`src/rtl/tts_pkg.sv`:
```
// Shared types and constants for the tick-driven task scheduler.
package tts_pkg;

    localparam int NUM_TASKS = 16;
    localparam int IDX_BITS  = $clog2(NUM_TASKS);
    localparam int CNT_BITS  = 16;
    localparam int PRI_BITS  = 8;
    localparam int KEY_BITS  = (CNT_BITS > PRI_BITS) ? CNT_BITS : PRI_BITS;

    localparam logic REQ_TICK  = 1'b0;
    localparam logic REQ_WRITE = 1'b1;

    localparam logic MODE_SJF  = 1'b0;
    localparam logic MODE_PRIO = 1'b1;

    typedef struct packed {
        logic                ready;
        logic [PRI_BITS-1:0] prio;
        logic [CNT_BITS-1:0] cnt;
    } entry_t;

    localparam entry_t ENTRY_RESET = '{ready: 1'b1, prio: '0, cnt: '0};

    typedef enum logic [2:0] {
        ST_IDLE,
        ST_WRITE,
        ST_RD_CUR,
        ST_CHECK,
        ST_SCAN,
        ST_SCAN_LAST,
        ST_FINISH,
        ST_DONE
    } state_t;

    typedef struct packed {
        logic load;      // capture the request word
        logic wr_entry;  // write the requested table entry
        logic rd_cur;    // read the current task's entry
        logic check;     // decrement / keep decision on the current task
        logic scan_rd;   // read the next scan entry
        logic finish;    // commit the scan winner
    } cmd_t;

    typedef struct packed {
        logic go_scan;
        logic scan_last;
    } stat_t;

endpackage

```
`src/rtl/tts_ctrl.sv`:
```
// Controller state machine for the task scheduler.
module tts_ctrl (
    input  logic         clk,
    input  logic         rst_n,
    input  logic         start,
    input  logic         req_type,
    input  tts_pkg::stat_t stat,
    output tts_pkg::cmd_t  cmd,
    output logic         busy,
    output logic         done
);
    import tts_pkg::*;

    state_t state_reg;
    state_t state_next;

    always_ff @(posedge clk or negedge rst_n)
    begin
        if (!rst_n)
        begin
            state_reg <= ST_IDLE;
        end
        else
        begin
            state_reg <= state_next;
        end
    end

    always_comb
    begin
        state_next = state_reg;
        unique case (state_reg)
            ST_IDLE:
            begin
                if (start)
                begin
                    state_next = (req_type == REQ_WRITE) ? ST_WRITE : ST_RD_CUR;
                end
            end
            ST_WRITE:     state_next = ST_RD_CUR;
            ST_RD_CUR:    state_next = ST_CHECK;
            ST_CHECK:     state_next = stat.go_scan ? ST_SCAN : ST_DONE;
            ST_SCAN:      state_next = stat.scan_last ? ST_SCAN_LAST : ST_SCAN;
            ST_SCAN_LAST: state_next = ST_FINISH;
            ST_FINISH:    state_next = ST_DONE;
            ST_DONE:      state_next = ST_IDLE;
            default:      state_next = ST_IDLE;
        endcase
    end

    always_comb
    begin
        cmd  = '0;
        busy = 1'b1;
        done = 1'b0;
        unique case (state_reg)
            ST_IDLE:
            begin
                busy     = 1'b0;
                cmd.load = start;
            end
            ST_WRITE:     cmd.wr_entry = 1'b1;
            ST_RD_CUR:    cmd.rd_cur   = 1'b1;
            ST_CHECK:     cmd.check    = 1'b1;
            ST_SCAN:      cmd.scan_rd  = 1'b1;
            ST_SCAN_LAST: cmd          = '0;
            ST_FINISH:    cmd.finish   = 1'b1;
            ST_DONE:      done         = 1'b1;
            default:      cmd          = '0;
        endcase
    end

endmodule

```
`src/rtl/tts_dpath.sv`:
```
// Datapath for the task scheduler: task table, scan compare and result word.
module tts_dpath (
    input  logic                          clk,
    input  logic                          rst_n,
    input  tts_pkg::cmd_t                 cmd,
    output tts_pkg::stat_t                stat,
    input  logic                          cfg_valid,
    input  logic                          cfg_data,
    input  logic                          req_type,
    input  logic [tts_pkg::IDX_BITS-1:0]  task_index,
    input  logic [tts_pkg::CNT_BITS-1:0]  new_counter,
    input  logic [tts_pkg::PRI_BITS-1:0]  new_priority,
    input  logic                          new_runnable,
    output logic [tts_pkg::IDX_BITS-1:0]  running_task,
    output logic                          switched,
    output logic                          refill_needed,
    output logic [tts_pkg::CNT_BITS-1:0]  running_counter
);
    import tts_pkg::*;

    // task table; an entry never written reads as its reset value
    entry_t              mem [NUM_TASKS];
    logic [NUM_TASKS-1:0] valid_reg;

    logic                mode_reg;
    logic                req_write_reg;
    logic [IDX_BITS-1:0] req_idx_reg;
    entry_t              req_entry_reg;
    logic [IDX_BITS-1:0] cur_reg;

    logic [IDX_BITS-1:0] rd_addr;
    entry_t              rd_word_reg;
    logic                rd_valid_reg;
    logic [IDX_BITS-1:0] rd_addr_reg;
    entry_t              eff;

    logic                wr_en;
    logic [IDX_BITS-1:0] wr_addr;
    entry_t              wr_data;

    logic [IDX_BITS-1:0] scan_idx_reg;
    logic                cmp_reg;
    logic                found_reg;
    logic [IDX_BITS-1:0] best_idx_reg;
    logic [KEY_BITS-1:0] best_key_reg;
    logic [CNT_BITS-1:0] best_cnt_reg;

    logic                dec;
    logic [CNT_BITS-1:0] cnt_after;
    logic                keep;
    logic                qual;
    logic                better;
    logic [KEY_BITS-1:0] key;

    logic [IDX_BITS-1:0] res_task_reg;
    logic                res_sw_reg;
    logic                res_refill_reg;
    logic [CNT_BITS-1:0] res_cnt_reg;

    assign rd_addr = cmd.scan_rd ? scan_idx_reg : cur_reg;
    assign eff     = rd_valid_reg ? rd_word_reg : ENTRY_RESET;

    // current-task check
    assign dec       = (cur_reg != '0) && (eff.cnt != '0) && !req_write_reg;
    assign cnt_after = eff.cnt - CNT_BITS'(dec);
    assign keep      = (cur_reg != '0) && (cnt_after != '0);

    assign stat.go_scan   = !req_write_reg && !keep;
    assign stat.scan_last = (scan_idx_reg == IDX_BITS'(NUM_TASKS - 1));

    // scan compare
    assign qual = eff.ready && (eff.cnt != '0);
    always_comb
    begin
        if (mode_reg == MODE_SJF)
        begin
            key    = KEY_BITS'(eff.cnt);
            better = qual && (!found_reg || (key < best_key_reg));
        end
        else
        begin
            key    = KEY_BITS'(eff.prio);
            better = qual && (key > best_key_reg);
        end
    end

    always_comb
    begin
        wr_en   = 1'b0;
        wr_addr = req_idx_reg;
        wr_data = req_entry_reg;
        if (cmd.wr_entry)
        begin
            wr_en = (req_idx_reg != '0);
        end
        else if (cmd.check && dec)
        begin
            wr_en       = 1'b1;
            wr_addr     = cur_reg;
            wr_data     = eff;
            wr_data.cnt = cnt_after;
        end
    end

    always_ff @(posedge clk)
    begin
        if (wr_en)
        begin
            mem[wr_addr] <= wr_data;
        end
        rd_word_reg <= mem[rd_addr];
    end

    always_ff @(posedge clk)
    begin
        if (cmd.load)
        begin
            req_idx_reg         <= task_index;
            req_entry_reg.ready <= new_runnable;
            req_entry_reg.prio  <= new_priority;
            req_entry_reg.cnt   <= new_counter;
        end
        rd_addr_reg <= rd_addr;
        if (cmd.check)
        begin
            best_key_reg <= '0;
            best_cnt_reg <= '0;
            best_idx_reg <= '0;
        end
        else if (cmp_reg && better)
        begin
            best_key_reg <= key;
            best_cnt_reg <= eff.cnt;
            best_idx_reg <= rd_addr_reg;
        end
        if (cmd.check && !stat.go_scan)
        begin
            res_task_reg   <= cur_reg;
            res_sw_reg     <= 1'b0;
            res_refill_reg <= 1'b0;
            res_cnt_reg    <= req_write_reg ? eff.cnt : cnt_after;
        end
        else if (cmd.finish)
        begin
            res_task_reg   <= found_reg ? best_idx_reg : '0;
            res_sw_reg     <= (found_reg ? best_idx_reg : '0) != cur_reg;
            res_refill_reg <= !found_reg;
            res_cnt_reg    <= found_reg ? best_cnt_reg : '0;
        end
    end

    always_ff @(posedge clk or negedge rst_n)
    begin
        if (!rst_n)
        begin
            valid_reg     <= '0;
            mode_reg      <= MODE_SJF;
            req_write_reg <= REQ_TICK;
            cur_reg       <= '0;
            rd_valid_reg  <= 1'b0;
            scan_idx_reg  <= '0;
            cmp_reg       <= 1'b0;
            found_reg     <= 1'b0;
        end
        else
        begin
            if (wr_en)
            begin
                valid_reg[wr_addr] <= 1'b1;
            end
            if (cfg_valid)
            begin
                mode_reg <= cfg_data;
            end
            if (cmd.load)
            begin
                req_write_reg <= req_type;
            end
            rd_valid_reg <= valid_reg[rd_addr];
            cmp_reg      <= cmd.scan_rd;
            if (cmd.check)
            begin
                scan_idx_reg <= IDX_BITS'(1);
                found_reg    <= 1'b0;
            end
            else
            begin
                if (cmd.scan_rd)
                begin
                    scan_idx_reg <= scan_idx_reg + IDX_BITS'(1);
                end
                if (cmp_reg && better)
                begin
                    found_reg <= 1'b1;
                end
            end
            if (cmd.finish)
            begin
                cur_reg <= found_reg ? best_idx_reg : '0;
            end
        end
    end

    assign running_task    = res_task_reg;
    assign switched        = res_sw_reg;
    assign refill_needed   = res_refill_reg;
    assign running_counter = res_cnt_reg;

endmodule

```
`src/rtl/timer_tick_task_scheduler.sv`:
```
// Top level of the tick-driven task scheduler: controller plus datapath.
// Flow: a tick reads and checks the current entry before done; a table write first
//   stores its entry; a tick that scans reads 15 entries, one table read each.
// Throughput: one word at a time; the next start is taken the cycle after done,
//   with the scan paced by the single read port of the task table.
// Reset: asynchronous, active low; table reads as counters 0, priorities 0, all
//   runnable, idle task current, shortest-job mode. Results cannot be stalled.
module timer_tick_task_scheduler (
    input  logic                          clk,
    input  logic                          rst_n,
    // command channel
    input  logic                          start,
    output logic                          busy,
    input  logic                          req_type,
    input  logic [tts_pkg::IDX_BITS-1:0]  task_index,
    input  logic [tts_pkg::CNT_BITS-1:0]  new_counter,
    input  logic [tts_pkg::PRI_BITS-1:0]  new_priority,
    input  logic                          new_runnable,
    // result word, valid for the single cycle that done is high
    output logic                          done,
    output logic [tts_pkg::IDX_BITS-1:0]  running_task,
    output logic                          switched,
    output logic                          refill_needed,
    output logic [tts_pkg::CNT_BITS-1:0]  running_counter,
    // scheduling mode register: 0 shortest job, 1 highest priority
    input  logic                          cfg_valid,
    output logic                          cfg_ready,
    input  logic                          cfg_data
);
    import tts_pkg::*;

    cmd_t  cmd;
    stat_t stat;

    // the mode register takes a word on any cycle
    assign cfg_ready = 1'b1;

    tts_ctrl u_ctrl (
        .clk      (clk),
        .rst_n    (rst_n),
        .start    (start),
        .req_type (req_type),
        .stat     (stat),
        .cmd      (cmd),
        .busy     (busy),
        .done     (done)
    );

    // table, current task, scan compare and result word live here
    tts_dpath u_dpath (
        .clk             (clk),
        .rst_n           (rst_n),
        .cmd             (cmd),
        .stat            (stat),
        .cfg_valid       (cfg_valid & cfg_ready),
        .cfg_data        (cfg_data),
        .req_type        (req_type),
        .task_index      (task_index),
        .new_counter     (new_counter),
        .new_priority    (new_priority),
        .new_runnable    (new_runnable),
        .running_task    (running_task),
        .switched        (switched),
        .refill_needed   (refill_needed),
        .running_counter (running_counter)
    );

endmodule

```
`config.mk`:
```
export PLATFORM = sky130hd
export DESIGN_NAME = timer_tick_task_scheduler
export DESIGN_NICKNAME = d
export VERILOG_FILES = /design/src/rtl/tts_pkg.sv /design/src/rtl/tts_ctrl.sv /design/src/rtl/tts_dpath.sv /design/src/rtl/timer_tick_task_scheduler.sv
export SDC_FILE = /design/constraint.sdc
export NUM_CORES = 1
export LEC_CHECK = 0
export BUFFER_PORTS_ARGS = -buffer_cell sky130_fd_sc_hd__buf_4
export CORE_MARGIN = 4
export CORE_UTILIZATION = 65
export DETAILED_ROUTE_END_ITERATION = 10
export PLACE_DENSITY_LB_ADDON = 0.1
export RECOVER_POWER = 25
export SYNTH_ARGS = -nofsm -noshare
export SYNTH_HDL_FRONTEND = slang
export SYNTH_HIERARCHICAL = 1
export SYNTH_SLANG_ARGS = --single-unit
```
`constraint.sdc`:
```
create_clock -name clk -period 8.21 [get_ports clk]
set_input_delay 0.4105 -clock clk [delete_from_list [all_inputs] [get_ports clk]]
set_output_delay 0.4105 -clock clk [all_outputs]
set_load 0.01 [all_outputs]
```
# After elaboration in Yosys (flattened, before gate mapping)

Memory sizes are Yosys's and may differ from the RTL's. A register that Yosys moved wholly into a read port is not among the register bits.
Cells that the tools add are included.

Add/sub/neg operators: 2
$lt $le $gt $ge: 5
Equality and inequality tests: 10
Muxes and demuxes: 39
Bitwise gates (word level): 1
Reductions and logical operators: 24

Operators with widths:

| cell                                                       | number |
|---|---|
| 2-to-1 mux 16 bit                                          | 5 |
| 2-to-1 mux 25 bit                                          | 3 |
| 2-to-1 mux 4 bit                                           | 8 |
| nonzero test 16 bit                                        | 2 |
| case mux 3 bit (8 select lines)                            | 1 |
| 2-to-1 mux 1 bit                                           | 17 |
| > comparator 8 x 16 -> 1 bit                               | 1 |
| less-than comparator 16 bit                                | 1 |
| bitwise OR 16 bit                                          | 1 |
| subtractor 16 x 1 -> 16 bit                                | 1 |
| == test 3 bit, second input constant                       | 4 |
| logical AND 1 bit                                          | 11 |
| less-than comparator 4 x 5 -> 1 bit, second input constant | 2 |
| nonzero test 4 bit                                         | 2 |
| == test 3 x 2 -> 1 bit, second input constant              | 2 |
| nonzero test 2 bit                                         | 3 |
| adder 4 x 1 -> 4 bit, second input constant                | 1 |
| binary-select mux 1 bit (select 4 bit)                     | 1 |
| demux 1 bit (select 4 bit)                                 | 1 |
| == test 4 bit, second input constant                       | 1 |
| >= comparator 4 x 1 -> 1 bit, second input constant        | 1 |
| logical NOT 1 bit                                          | 4 |
| 2-to-1 mux 2 bit                                           | 2 |
| inequality test 4 bit                                      | 1 |
| other kinds (5)                                            | 5 |

Register bits: 123
Bits in writable memories: 400
Bits of input ports: 35
Output and inout bits: 25
Logic and storage cells: 103
Memories: 1

Memories:

| name        | words | bits a word | rd ports | clocked after Yosys merged registers in | write ports | line            | RTL |
|---|---|---|---|---|---|---|---|
| u_dpath.mem | 16    | 25          | 1        | 1                                       | 1           | tts_dpath.sv:22 | `entry_t mem [NUM_TASKS];` |

# Longest topological paths before layout

Gate-level depths: netlist (run 1).

Depth after elaboration: 12
Mapped depth: 17
Depth with buffers taken out: 14

# Cells and area by module

The synthesis (run 1) kept the hierarchy.

By module, submodules not included:

| module                    | instances | cells each | area an instance (µm²) | sequential area each (µm²) |
|---|---|---|---|---|
| tts_dpath                 | 1         | 1974       | 22962.0                | 15549.9 |
| tts_ctrl                  | 1         | 26         | 251.5                  | 75.1 |
| timer_tick_task_scheduler | 1         | 2          | 11.3                   | 0.0 |

# Least setup slack after synthesis (run 1)

OpenSTA, ideal clock, no wires.

Kind: register to register
From: reg u_dpath.cur_reg[1]
To: reg u_dpath.res_cnt_reg[0], in the netlist u_dpath/running_counter[0] (enable)
Library setup time: 0.343 ns
Data arrival time: 3.306 ns
Data required time: 7.867 ns
Slack: 4.561 ns
Cell stages (with the launch flop): 14
Buffers on the path: 1
Clock period less this slack: 3.649 ns
Path through: dfrtp_1 > or4_1 > nand3_1 > a31oi_1 > ha_1 > ha_1 > clkbuf_1 > o21ai_0 > a41oi_1 > a211oi_1 > and4_4 > and4_1 > a21oi_4 > or2_1

Longest elaborated chain between the ends: 11

Ends and longest elaborated chain:

| item                           | line                             | RTL |
|---|---|---|
| start: declaration             | tts_dpath.sv:29                  | `logic [IDX_BITS-1:0] cur_reg;` |
| start signal: assignment       | tts_dpath.sv:199                 | `cur_reg <= found_reg ? best_idx_reg : '0;` |
| nonzero test 4 bit *           | tts_dpath.sv:64, tts_dpath.sv:66 |  |
| logical AND 1 bit (2 in a row) | tts_dpath.sv:64                  | `assign dec = (cur_reg != '0) && (eff.cnt != '0) && !req_write_reg;` |
| subtractor 16 x 1 -> 16 bit    | tts_dpath.sv:65                  | `assign cnt_after = eff.cnt - CNT_BITS'(dec);` |
| nonzero test 16 bit            | tts_dpath.sv:66                  | `assign keep = (cur_reg != '0) && (cnt_after != '0);` |
| logical AND 1 bit *            | tts_dpath.sv:66                  |  |
| logical NOT 1 bit *            | tts_dpath.sv:68                  | `assign stat.go_scan = !req_write_reg && !keep;` |
| logical AND 1 bit *            | tts_dpath.sv:68                  |  |
| logical NOT 1 bit *            | tts_dpath.sv:136                 | `if (cmd.check && !stat.go_scan)` |
| logical AND 1 bit *            | tts_dpath.sv:136                 |  |
| nonzero test 2 bit (no line) * | -                                |  |
| end signal: assignment         | tts_dpath.sv:141                 | `res_cnt_reg <= req_write_reg ? eff.cnt : cnt_after;` |
| end signal: assignment         | tts_dpath.sv:148                 | `res_cnt_reg <= found_reg ? best_cnt_reg : '0;` |
| end: declaration               | tts_dpath.sv:58                  | `logic [CNT_BITS-1:0] res_cnt_reg;` |

Every way passes the cells marked *; elsewhere a longest branch is shown, timed or not.
A chain may end at the register's enable or synchronous reset.

==> run summary, run 1 <==
The aggregate global routing overflow is 0. The synthesized instance count is 2,001. With fillers left out, the area of the finished cells amounts to 26,120 sq um. The critical path in this run is classified as flop to flop. The cell area after synthesis is 23,220 sq um. The checks that failed: max-capacitance violations, max-slew violations. Across every metal layer, demand over resource in global routing totals 0.3140. The max-capacitance violation count came out at 6. The clock root buffer is sky130_fd_sc_hd__clkbuf_16.

The final HPWL from detailed placement is 35,030 um. Yosys printed 6 warnings. The area of the placeable core came out at 34,880 sq um.

The number of setup buffers added after CTS is 0. The most common cell after layout, fill and taps aside is sky130_fd_sc_hd__nand2_1. The net count reported at finish came out at 2,132.

Clock skew on the completed layout was measured at 21.32 ps. Summing all placed instances gives a cell area of 24,210 sq um. TritonCTS built the clock tree. The global-route wire length before repair came out at 92,850 um.

The number of clock sinks is 548. The mean area per synthesized cell is 11.60 sq um. The number of hold violations in the final report is 0. After floorplanning, the core was divided into 68 placement rows. The deepest level of the CTS H-tree came out at 2. The maximum buffer depth of the clock tree is 3. The flow ran to the end, but the final reports show violations. The maximum clock frequency came out at 158.4 MHz. The number of design-rule violations left by the first detailed-router iteration is 1,652. The required arrival time at the worst endpoint came out at 8460 ps.

The transition time of the tightest slew-check pin came out at 3386 ps. The post-detailed-route count of antenna-violating nets came out at 0. The latest clock arrival within the worst-skew pair is 620 ps. The register-to-register path setup slack is 1900 ps. The total die area came out at 38,810 sq um. The total iterations of the first detailed-routing run came out at 7. The initial utilization of the core area, before any placement, comes to 0.6656. The die height came out at 197.0 um. The mean number of vias per cell came out at 6.383. The total chip power came out at 7.368 mW. The flip-flop count of the largest register, all copies and words added came out at 400. The data arrival time of the worst path is 6570 ps. For this block, the routed nets add up to 61,410 um of wire. VDD sags by at most 0.2972 mV. The weighted congestion reported at the end of routability-driven placement is 0.9674. The source of the worst hold timing path is cfg_data. The number of antenna violations at the first check in global routing is 1.

The cell depth of the worst flop-to-flop path came out at 9. The hold-critical path depth is 2. STA classifies the critical path startpoint as a flop. The max-slew violation count is 236.

Power spread over the standard cell area amounts to 282.1 nW/um^2. The fraction of final layout cells sized beyond drive strength 1 is 0.08837. After layout, the minimum clock period comes to 6313 ps. The total negative slack for setup checks is 0 ps. The worst register-to-register path begins at u_ctrl/state_reg[2]. Setup repair after global routing left no endpoint under its margin.

The final critical-path share of the clock period is 0.7689. The count of boundary I/O pins is 60. The horizontal die dimension is 197.0 um. The number of buffer cells added on primary ports is 58.

The worst min-delay path category is primary input to flop. Setup violations remaining at the end of the flow were counted as 0. The area overhead of the layout relative to synthesis is 12.50%. After detailed routing, the average wire length per cell comes to 23.87 um.

The critical register-to-register path endpoint is u_dpath/rd_word_reg[15]. The worst hold path terminates at u_dpath/mode_reg. The detailed-route DRC error count is 0.

The overall via count from detail_route is 16,417. The top fanout value on the critical path is 79. For this design the static power due to leakage is 9.337 nW. The number of clock buffers added by TritonCTS is 53. The via count of the first global-routing pass came out at 15,603. The largest net degree at the start of global routing is 193. The library cells used most frequently in the layout, excluding fill and tap cells, are 476 x sky130_fd_sc_hd__nand2_1, 449 x sky130_fd_sc_hd__edfxtp_1, 240 x sky130_fd_sc_hd__nand3_1. The worst pin sits at a relative slew slack of -1.257. The worst setup path is captured at a flop. The clock-pin transition on the worst setup and hold timing paths came out at 60 ps.
## stage by stage
stage / worst slack, ps / utilization / cells / hold slack (ps)
final: 1897 / 0.7487 / 2572 / 47.99
after global routing: 1529 / 0.7487 / 2571 / 31.00
after CTS: 2885 / 0.7529 / 2571 / 28.75
after detailed placement: 2952 / 0.6941 / 2441 / 367.9
after global placement: 3044 / 0.6941 / 2441 / 368.6
after floorplan: 4561 / - / 2025 / 114.9
## layout make-up
| class | instances | area (sq um) |
|---|---|---|
| Fill cell | 2280 | 8765 |
| Clock inverter | 34 | 375.4 |
| Inverter | 48 | 182.7 |
| Timing Repair Buffer | 132 | 954.7 |
| Tap cell | 455 | 569.3 |
| Sequential cell | 548 | 15630 |
| Clock buffer | 66 | 1375 |
| Multi-Input combinational cell | 1288 | 7034 |
| Antenna cell | 1 | 2.502 |
## report_power, final
group,internal (mW),switching [mW]
Combinational,0.454,1.01
Sequential,3.26,0.199
Clock,1.39,1.05
## how the worst max path moves through the flow
stage / startpoint / to / slack, ps
detailed placement: u_dpath/rd_valid_reg / u_dpath/running_counter[9] / 2950
global placement: u_dpath/rd_valid_reg / u_dpath/running_counter[13] / 3040
finish: u_ctrl/state_reg[2] / u_dpath/rd_word_reg[15] / 1900
CTS: u_dpath/rd_valid_reg / u_dpath/running_counter[9] / 2880
floorplan: u_dpath/cur_reg[1] / u_dpath/running_counter[0] / 4560
global route: u_ctrl/state_reg[2] / u_dpath/rd_word_reg[15] / 1530
## critical path, stage by stage, from the launching register on
cell and delay [ps]:
sky130_fd_sc_hd__dfrtp_1 550, sky130_fd_sc_hd__nor3b_1 1360, sky130_fd_sc_hd__o21a_4 420, sky130_fd_sc_hd__clkinvlp_2 1600, sky130_fd_sc_hd__buf_4 980, sky130_fd_sc_hd__nand2_1 160, sky130_fd_sc_hd__and3_1 170, sky130_fd_sc_hd__a311oi_1 60
sky130_fd_sc_hd__a311oi_1 380, sky130_fd_sc_hd__a31oi_1 170
## layer usage
layer,vias up,GRT usage,routed length (um)
met1,7997,0.4545,24750
met4,0,0.09861,1779
met2,902,0.4936,28790
met5,-,0,0
met3,117,0.05812,6082
li1,7401,-,-
## timing repair
| action | in CTS | in global routing |
|---|---|---|
| endpoints found under the hold margin | 61 | 0 |
| hold buffers | 30 | 0 |
| gates resized for setup | 0 | 0 |
Note: power is estimated with default switching activity, not from simulation.
==> inputs of run 2 (changes only) <==
--- a/config.mk
+++ b/config.mk
@@ -5,9 +5,10 @@
 export SDC_FILE = /design/constraint.sdc
 export NUM_CORES = 1
 export LEC_CHECK = 0
+export ABC_AREA = 1
 export BUFFER_PORTS_ARGS = -buffer_cell sky130_fd_sc_hd__buf_4
 export CORE_MARGIN = 4
-export CORE_UTILIZATION = 65
+export CORE_UTILIZATION = 56
 export DETAILED_ROUTE_END_ITERATION = 10
 export PLACE_DENSITY_LB_ADDON = 0.1
 export RECOVER_POWER = 25
==> constraint.sdc (replaced) <==
create_clock -name clk -period 5.18 [get_ports clk]
set_input_delay 0.259 -clock clk [delete_from_list [all_inputs] [get_ports clk]]
set_output_delay 0.259 -clock clk [all_outputs]
set_load 0.01 [all_outputs]
==> run 2 against run 1 <==
Net effect:
- the run still ends with max-capacitance violations, max-slew violations left
- synthesized cell count grew 11%
- sequential power grew 62%
- clock skew grew 8.7 ps
- critical path depth grew 2
- via count shrank 1.9%
- utilization shrank 9.8 points
- sequential share of layout area shrank 1.5 points
- hold slack lost 12 ps
- cell area grew 2.6%
- die area grew 17%
- combinational power grew to 2.6 times the previous value
- critical path type unchanged
==> run summary, run 2 <==
The run finished, with violations left. The final reports fail on max-capacitance violations, max-slew violations. Counting stages on the worst path, the most repeated cell is sky130_fd_sc_hd__nand2_1. Before antenna repair, the detailed router went through 5 iterations. At the worst endpoint, the arrival time is 4910 ps. TritonCTS built the clock tree. Summing all placed instances gives a cell area of 24,770 sq um. The worst path buffer plus inverter count came out at 3. The required arrival time at the worst endpoint is 5510 ps. The area overhead of the layout relative to synthesis is 13.66%. The mean number of vias per cell came out at 5.534. The analysis attributes to cell leakage a power of 10.95 nW. The number of fillers in the final layout is 3,254. The latest clock arrival within the worst-skew pair is 620 ps. The number of clock sinks came out at 548.

The startpoint identified for the worst hold timing path is start. TritonCTS created 55 clock buffers. The worst hold-check slack came out at 35.87 ps. The number of antenna violations at the first check in global routing is 0. The aggregate global routing overflow is 0. The floorplan step set the die height to 213.2 um. The net count reported at finish is 2,393. The total negative slack for setup checks came out at 0 ps. The overall via count from detail_route is 16,104.

The mean area per synthesized cell came out at 10.60 sq um. In this run the top signal layer used is met4. STA classifies the critical path endpoint as a flop. The area of the placeable core came out at 41,200 sq um. At the end of routability-driven placement, the weighted congestion stood at 0.9097. Setup repair after global routing left no endpoint under its margin. The setup skew after layout is 30.02 ps. The count of boundary I/O pins is 60. The transition time of the tightest slew-check pin came out at 2931 ps.

For this run, the share of the core covered by cells in the final layout is 0.6503. The number of cells upsized or downsized after cts is 0. Of the available clock period, the critical path in the final layout requires 0.8848.

OpenSTA, run right after detailed placement, puts the worst setup slack at 778.6 ps. The initial core utilization came out at 0.5722. The routed length on met2 came out at 26,660 um. The worst voltage drop across the vdd grid is 0.3520 mV.

The number of antenna repair diodes is 0. The maximum clock frequency came out at 218.2 MHz. The worst setup path is launched from a flop. The tool flagged a number of max-cap violations equal to 7.

The critical path runs through a total of 11 cells. The deepest level of the CTS H-tree came out at 2. For this block, wires on met1 add up to 26,300 um. Counting instances, the worst hold path has a depth of 5.

The global-route wire length before repair came out at 88,460 um. The average wire per cell in the routed design is 19.93 um. The cell area after synthesis is 23,580 sq um. The post-detailed-route count of antenna-violating nets is 0. CTS placed an instance of sky130_fd_sc_hd__clkbuf_16 at the clock tree root.

The via count of the first global-routing pass is 14,909. The worst pin sits at a relative slew slack of -0.9615. The max-slew violation count is 303. The total die area is 45,450 sq um. The number of placement rows is 74.

Tracing the worst setup path back leads to its startpoint at u_dpath/rd_valid_reg. The synthesized instance count came out at 2,224. The setup path with the least slack is of type flop to flop. The worst path meets setup with 596.5 ps of slack. The number of design-rule violations left by the first detailed-router iteration came out at 1,549. On the worst path, the slowest cell contributes a delay of 1400 ps. Wire segments on met3 add up to 3902 um in the final route. The reg-to-reg startpoint is u_dpath/rd_valid_reg. The final HPWL from detailed placement came out at 33,640 um. The final setup violation count is 0. The worst register-to-register path has a depth of 11. The horizontal die dimension is 213.2 um. The fraction of final layout cells sized beyond drive strength 1 came out at 0.08537. Traced cell by cell, the critical path runs through nand2_1, nand2_1, nor2_1, clkinv_1, nor2_1, nand3_1, nand4_4, clkbuf_1, nand2_1, o21ai_0, clkbuf_1. The top fanout value on the critical path is 43. The final standard cell area without fillers is 26,800 sq um. The gate family responsible for the most delay along the worst path is buffers and inverters. Including well taps, the total number of placed cells is 2,773. The aggregate global-route resource usage came out at 0.2565. The tightest min-delay check is of the primary input to flop type.

The slowest cell on the critical path is sky130_fd_sc_hd__clkbuf_1. The number of warnings reported in the yosys synthesis log came out at 6. The clock-pin transition on the worst setup and hold timing paths is 60 ps. The detailed-route DRC error count came out at 0. The register with the most flip-flops in the layout has 400 of them. The library cells used most frequently in the layout, excluding fill and tap cells, are 449 x sky130_fd_sc_hd__edfxtp_1, 411 x sky130_fd_sc_hd__nand2_1, 319 x sky130_fd_sc_hd__inv_1. Counting I/O delays and the setup requirement, the final critical path takes 4583 ps.

The number of hold violations in the final report is 0. The most common cell after layout, fill and taps aside is sky130_fd_sc_hd__edfxtp_1. In this run the deepest clock path goes through 3 buffers. The count of cells in the finished layout, fillers not included, comes to 2,910. The total power divided by cell area came out at 506.0 nW/um^2. The completed layout was analyzed and its total power is 13.56 mW. The number of buffer cells added on primary ports came out at 58. The total wire length is 57,990 um. Entering global routing, the biggest net connects 177 pins.
## run 2: timing repair
item | in CTS | in global routing
endpoints found under the hold margin | 64 | 0
hold buffers | 34 | 0
buffers inserted | 0 | 0
## run 2: area by class of cell
class | instances | area (sq um) | area share
timing repair buffer | 149 | 1096 | 0.04090
clock buffer | 77 | 1539 | 0.05743
clock inverter | 26 | 351.6 | 0.01312
inverter | 326 | 1224 | 0.04567
sequential | 548 | 15630 | 0.5831
multi-input combinational | 1252 | 6295 | 0.2349
tap | 532 | 665.6 | 0.02484
## run 2: metal layers
metal / GRT usage / vias to the layer above
li1: - / 7791
met1: 0.3778 / 7683
met2: 0.4118 / 548
met3: 0.03967 / 82
met4: 0.05518 / 0
met5: 0 / -
## run 2: worst reg2reg max path, cell delays in order (launching register included)
cell and delay (ps):
sky130_fd_sc_hd__dfrtp_1 570, sky130_fd_sc_hd__nand2_1 240, sky130_fd_sc_hd__nand2_1 70, sky130_fd_sc_hd__nor2_1 300, sky130_fd_sc_hd__clkinv_1 140, sky130_fd_sc_hd__nor2_1 100, sky130_fd_sc_hd__nand3_1 190, sky130_fd_sc_hd__nand4_4 240
sky130_fd_sc_hd__clkbuf_1 1410, sky130_fd_sc_hd__nand2_1 300, sky130_fd_sc_hd__o21ai_0 190, sky130_fd_sc_hd__clkbuf_1 560
## run 2: final timing paths
path | slack, ps | endpoint
min in group asynchronous | 750 | u_ctrl/state_reg[1]
max | 600 | u_dpath/mem[4][18]
max in group asynchronous | 3290 | u_dpath/req_write_reg
min | 40 | u_ctrl/state_reg[1]
min reg2reg | 380 | u_dpath/valid_reg[0]
max reg2reg | 600 | u_dpath/mem[4][18]
## run 2: where the power goes
| group | internal [mW] | switching (mW) |
|---|---|---|
| Sequential | 5.34 | 0.264 |
| Clock | 2.43 | 1.68 |
| Combinational | 1.19 | 2.65 |
